**config.mk**
```make
export PLATFORM = sky130hd
export DESIGN_NAME = tsg_lerp
export DESIGN_NICKNAME = d
export VERILOG_FILES = /design/src/sv/tsg_pkg.sv /design/src/sv/tsg_lerp.sv
export SDC_FILE = /design/constraint.sdc
export NUM_CORES = 1
export LEC_CHECK = 0
export ABC_CLOCK_PERIOD_IN_PS = 9400
export BUFFER_PORTS_ARGS = -buffer_cell sky130_fd_sc_hd__buf_2
export CAP_MARGIN = 10
export CORE_ASPECT_RATIO = 1.25
export CORE_UTILIZATION = 43
export CTS_CLUSTER_DIAMETER = 80
export CTS_CLUSTER_SIZE = 30
export DETAILED_ROUTE_END_ITERATION = 8
export GPL_TIMING_DRIVEN = 0
export SLEW_MARGIN = 25
export SYNTH_ARGS = -nofsm -noshare
export SYNTH_HDL_FRONTEND = slang
export SYNTH_SLANG_ARGS = --single-unit
export TNS_END_PERCENT = 1
```
**constraint.sdc**
```tcl
create_clock -name clk -period 9.4 [get_ports clk]
set_input_delay 2.35 -clock clk [delete_from_list [all_inputs] [get_ports clk]]
set_output_delay 2.35 -clock clk [all_outputs]
set_load 0.005 [all_outputs]
```
**src/sv/tsg_pkg.sv**
```systemverilog
// Shared types and constants for the trilinear sample and gradient unit.
// No dependencies; compile first.
package tsg_pkg;

  // Corners of one cell, and corner pairs that differ only in x.
  localparam int unsigned CORNERS = 8;
  localparam int unsigned PAIRS   = 4;

  // Register stages from input to output register.
  localparam int unsigned STAGES = 6;

  // Load control handed to every pipeline stage.
  typedef struct packed {
    logic advance;
    logic valid;
  } pipe_ctrl_t;

endpackage

```
**src/sv/tsg_lerp.sv**
```systemverilog
// One registered linear interpolation step: result = base * 2^F + t * diff, exact.
// Depends on tsg_pkg for the stage load control.
module tsg_lerp #(
  parameter int F      = 8,
  parameter int BASE_W = 17,
  parameter int DIFF_W = 18,
  parameter int OUT_W  = 25
) (
  input  logic                      clk,
  input  tsg_pkg::pipe_ctrl_t       ctrl,
  input  logic signed [BASE_W-1:0]  base,
  input  logic signed [DIFF_W-1:0]  diff,
  input  logic        [F-1:0]       t,
  output logic signed [OUT_W-1:0]   result
);
  import tsg_pkg::*;

  localparam int PROD_W = DIFF_W + F + 1;

  logic signed [BASE_W+F-1:0] base_sh;
  logic signed [PROD_W-1:0]   prod;
  logic signed [OUT_W-1:0]    result_next;

  // Fraction is unsigned: prepend a zero so the product stays signed.
  assign base_sh     = {base, {F{1'b0}}};
  assign prod        = PROD_W'(diff) * PROD_W'($signed({1'b0, t}));
  assign result_next = OUT_W'(base_sh) + OUT_W'(prod);

  // Load only real transactions; hold while the pipeline is stalled.
  always_ff @(posedge clk) begin
    if (ctrl.advance && ctrl.valid) begin
      result <= result_next;
    end
  end

endmodule

```
# Word-level counts from Yosys, hierarchy flattened
# Cells that the tools add are included.
dict set report totals {
  inputBits 46
  output_inout_bits 25
  wordCells 4
  register_bits 25
}
dict set report classes {
  reduce_logical 1
  n_mul 1
  n_addsub 1
}
# operator count
set ops {}
lappend ops {{$add A25 B25 Y25} 1}
lappend ops {{$mul A18 B9 Y25} 1}
lappend ops {{$logic_and A1 B1 Y1} 1}

# Longest topological paths before layout
dict set report logic_depth {
  depth_word 2
  ltp_mapped 21
}

# Worst setup path after synthesis
# OpenSTA, ideal clock, no wires.
dict set report synth_timing {
  path_kind {input port to flip-flop}
  startpoint {input t[0]}
  endpoint {register result[22] (data pin)}
  setup_time_ns 0.262
  stages 19
  arrival_time_ns 7.309
  path_slack_ns 1.829
  path_cell_list {clkbuf_1 > clkbuf_1 > nand2_1 > fa_1 > inv_1 > fa_1 > fa_1 > fa_1 > inv_1 > fa_1 > inv_1 > ha_1 > and3_4 > and3_4 > a2111oi_4 > o21bai_2 > a311oi_4 > o21bai_1 > xor2_1}
}
dict set report synth_between {
  elab_chain_len 2
}
# element line
set synth_rtl {}
lappend synth_rtl {{from (decl)} tsg_lerp.sv:13} ;# input logic [F-1:0] t,
lappend synth_rtl {{$mul A18 B9 Y25} tsg_lerp.sv:26} ;# assign prod = PROD_W'(diff) * PROD_W'($signed({1'b0, t}));
lappend synth_rtl {{$add A25 B25 Y25} tsg_lerp.sv:27} ;# assign result_next = OUT_W'(base_sh) + OUT_W'(prod);
lappend synth_rtl {{via result_next[22]} tsg_lerp.sv:22} ;# logic signed [OUT_W-1:0] result_next;
lappend synth_rtl {{to (signal assigned)} tsg_lerp.sv:32} ;# result <= result_next;
lappend synth_rtl {{to (decl)} tsg_lerp.sv:14} ;# output logic signed [OUT_W-1:0] result
# The timed path passes the listed nets, and every way through them passes these cells.
# A chain may end at the register's enable or synchronous reset.

# Worst setup path in the final report
# Same ends and word-level chain as after synthesis.

==> metrics.yaml <==
yosys:
  synthAdderAreaFrac_pct: 53.2
  yosysTopAreaCell: "fa_1"
  synthMuxAreaShare_pct: 0
  ys_seq_area_share_pct: 12.7
  synth.avg_cell_area_sq_um: 9.94
  synth_edf_count: 25
  synth_xor_area_share_pct: 3.99
  synth-compound-area-share_pct: 6.20
  ys_top_cells_by_area: "fa_1, edfxtp_1, ha_1, inv_1, and2_1"
  netlist_area_sq_um: 5930
  synth_warnings: 0
  synth_top_family_by_area: "adder cells"
  ys.flop_type: "edfxtp_1"
  synthSimpleGateAreaFrac_pct: 14.2
  synthArstFlopShare_pct: 0
  postSynthCellCount: 597
  synth_top_cell_area_share_pct: 42.2
  synthDistinctLibCells: 35
  synth_nets: 820
  ys_ff_latch: 25
finish:
  drive_gt1_share_pct: 12.3
  reg_top3: "result x25"
  area_growth_syn_to_layout_pct: 10.6
  n_antenna_cell: 0
  final_area_sq_um: 6560
  largest_register_ffs: 25
  final_nets: 891
  top_register: "result"
  stdcell_count: 838
setup_path:
  worstSetupPathType: "in -> reg"
  worst-path-max-fanout: 10
  cp.required_ns: 9.41
  cp.arrival_ns: 8.01
  critPathCaptureType: "register"
  critPathLaunchType: "primary input"
power:
  leakage_nw: 3.43
  pwr-share-clk_pct: 4.3
  power_density_nw_per_um2: 349
  ir_drop_uv: 301
  finalPower_w: 0.00229
  switchingPower_w: 0.00108
  pwr-share-comb_pct: 83.0
  swShare_pct: 47.0
  intPower_w: 0.00121
  p_seq_share_pct: 12.7
floorplanning:
  die_w_um: 107
  rows: 47
  die_h_um: 133
  dieArea_sq_um: 14300
  core-area_sq_um: 13300
  start_util_pct: 44.4
  ios: 71
sta:
  setup_tns_ns: 0
  period_share_pct: 85.1
  rsz0062_at_grt: "no"
  tightest_slew_ns: 0.622
  drv_slew: 0
  final_hold_viol_count: 0
  slew_headroom_pct: 58.5
  setup_viol: 0
  layout_setup_ws_ns: 1.40
  timing.final.crit_period_ns: 8.00
  timing.fmax_ghz: 0.125
drt:
  wire_per_inst_um: 15.8
  ant_nets: 0
  dr_total_vias: 4196
  dr.pass1.iters: 4
  drc: 0
  vias_per_cell: 5.01
  wl_um: 13200
  drt_iter0_drc: 101
worst_hold_path:
  hold_path_end: "result[0]"
  hp-class: "in -> reg"
  hp-start: "diff[0]"
  hold_depth: 2
job:
  maxCapViolCount: 0
clock_network:
  postCtsHoldBufs: 0
  numCtsBuffers: 3
  htreeDepth: 1
  cts_tree: "built"
  root_buffer: "clkbuf_16"
  cts_setup_buffers: 0
  clockBufferDepth: 2
  clk_pin_slew_ns: 0.07
  ctsResizeCount: 0
  cts.sinks: 25
global_routing:
  use_met1_pct: 22.7
  grt_busiest_layer: "met2"
  grt_max_degree: 26
  grt-ovfl-total: 0
  grt_pass1_vias: 4600
  grt_util_all_layers_pct: 19.8
  grt_pass1_wl_um: 21600
  antenna_found_initial: 0
  use_met2_pct: 38.8
  use_met3_pct: 1.52
place:
  pre_cts_slack_ns: 1.14
  placed_cells_incl_taps: 834
  routabilityCongestion: 0.840
  portBuffers: 66
  hpwlAfterDp_um: 11300
  place_area_sq_um: 6480
status:
  status: "completed"
cell families after synthesis:
group / Yosys count
adders and majority gates: 177
and+or+nand+nor: 164
buffers and inverters: 155
AOI/OAI and AO/OA: 49
xor gates and xnor gates: 27
DFF: 25
routing by layer:
layer,part of all wire (%),routed length [um]
met1,38,4980
met2,58,7660
met3,2.2,297
met4,2.4,319
met5,0,0
per-stage QoR:
stage	util (%)	hold slack (ns)
after floorplan	-	2.55
after global placement	48.5	2.74
after detailed placement	48.5	2.74
after CTS	49.1	2.49
after global routing	49.1	2.50
final	49.1	2.49
cell type report:
type	count	area [sq um]
sequential	25	751
inverter	143	537
clock buffer	3	75.1
buffer	12	45.0
timing repair buffer	66	330
clock inverter	1	7.51
multi-input combinational	417	4600
fill	1271	6790
tap	171	214
worst max path at each step:
stage / from / to / slack (ns)
after detailed placement: t[3] / result[22] / 1.14
final: t[0] / result[22] / 1.40
after floorplan: t[0] / result[22] / 1.83
after global placement: t[0] / result[22] / 1.15
after CTS: t[3] / result[22] / 1.40
after global routing: t[4] / result[22] / 1.14
Yosys cell counts (3+ instances only):
cell type,n
o21ai_1,3
inv_1,143
xnor2_1,18
a21oi_1,15
a21o_1,10
xor2_1,9
edfxtp_1,25
nand2_1,72
o21ai_0,4
clkbuf_1,12
and2_1,78
nor2_1,5
a211oi_1,3
fa_1,125
ha_1,52
power by group through the flow:
stage          logic [W]  registers, W  clock network [W]
2_1_floorplan    0.00149      0.000301                  0
3_3_place_gp     0.00189      0.000292                  0
3_5_place_dp     0.00192      0.000293                  0
4_1_cts          0.00193      0.000291           0.000103
5_1_grt          0.00215      0.000294           0.000107
6_report         0.00190      0.000290          0.0000986
cell usage in the layout, fill, tap and decap left out, types with 2 or more instances in the layout:
cell type  count
nand2_1       72
and3_4         2
nand4_1        2
and2_1        77
buf_2         66
fa_1         125
clkbuf_1      12
ha_1          52
xnor2_1       18
a211oi_1       3
o21bai_1       2
clkbuf_16      3
o21ai_0        4
o21ai_1        3
nor2_1         5
a21o_1        10
a21oi_1       15
edfxtp_1      25
inv_1        143
xor2_1         9
worst max-delay path: stages:
cell       delay, ns
clkbuf_1        0.36
clkbuf_1        0.47
nand2_1         0.16
fa_1            0.56
inv_1           0.06
fa_1            0.51
inv_1           0.06
fa_1            0.49
fa_1            0.49
inv_1           0.05
fa_1            0.43
ha_1            0.37
and3_4          0.20
and3_4          0.19
a2111oi_4       0.38
o21bai_2        0.18
a311oi_4        0.41
o21bai_1        0.14
xor2_1          0.15
Power figures use the tool's default switching activity.
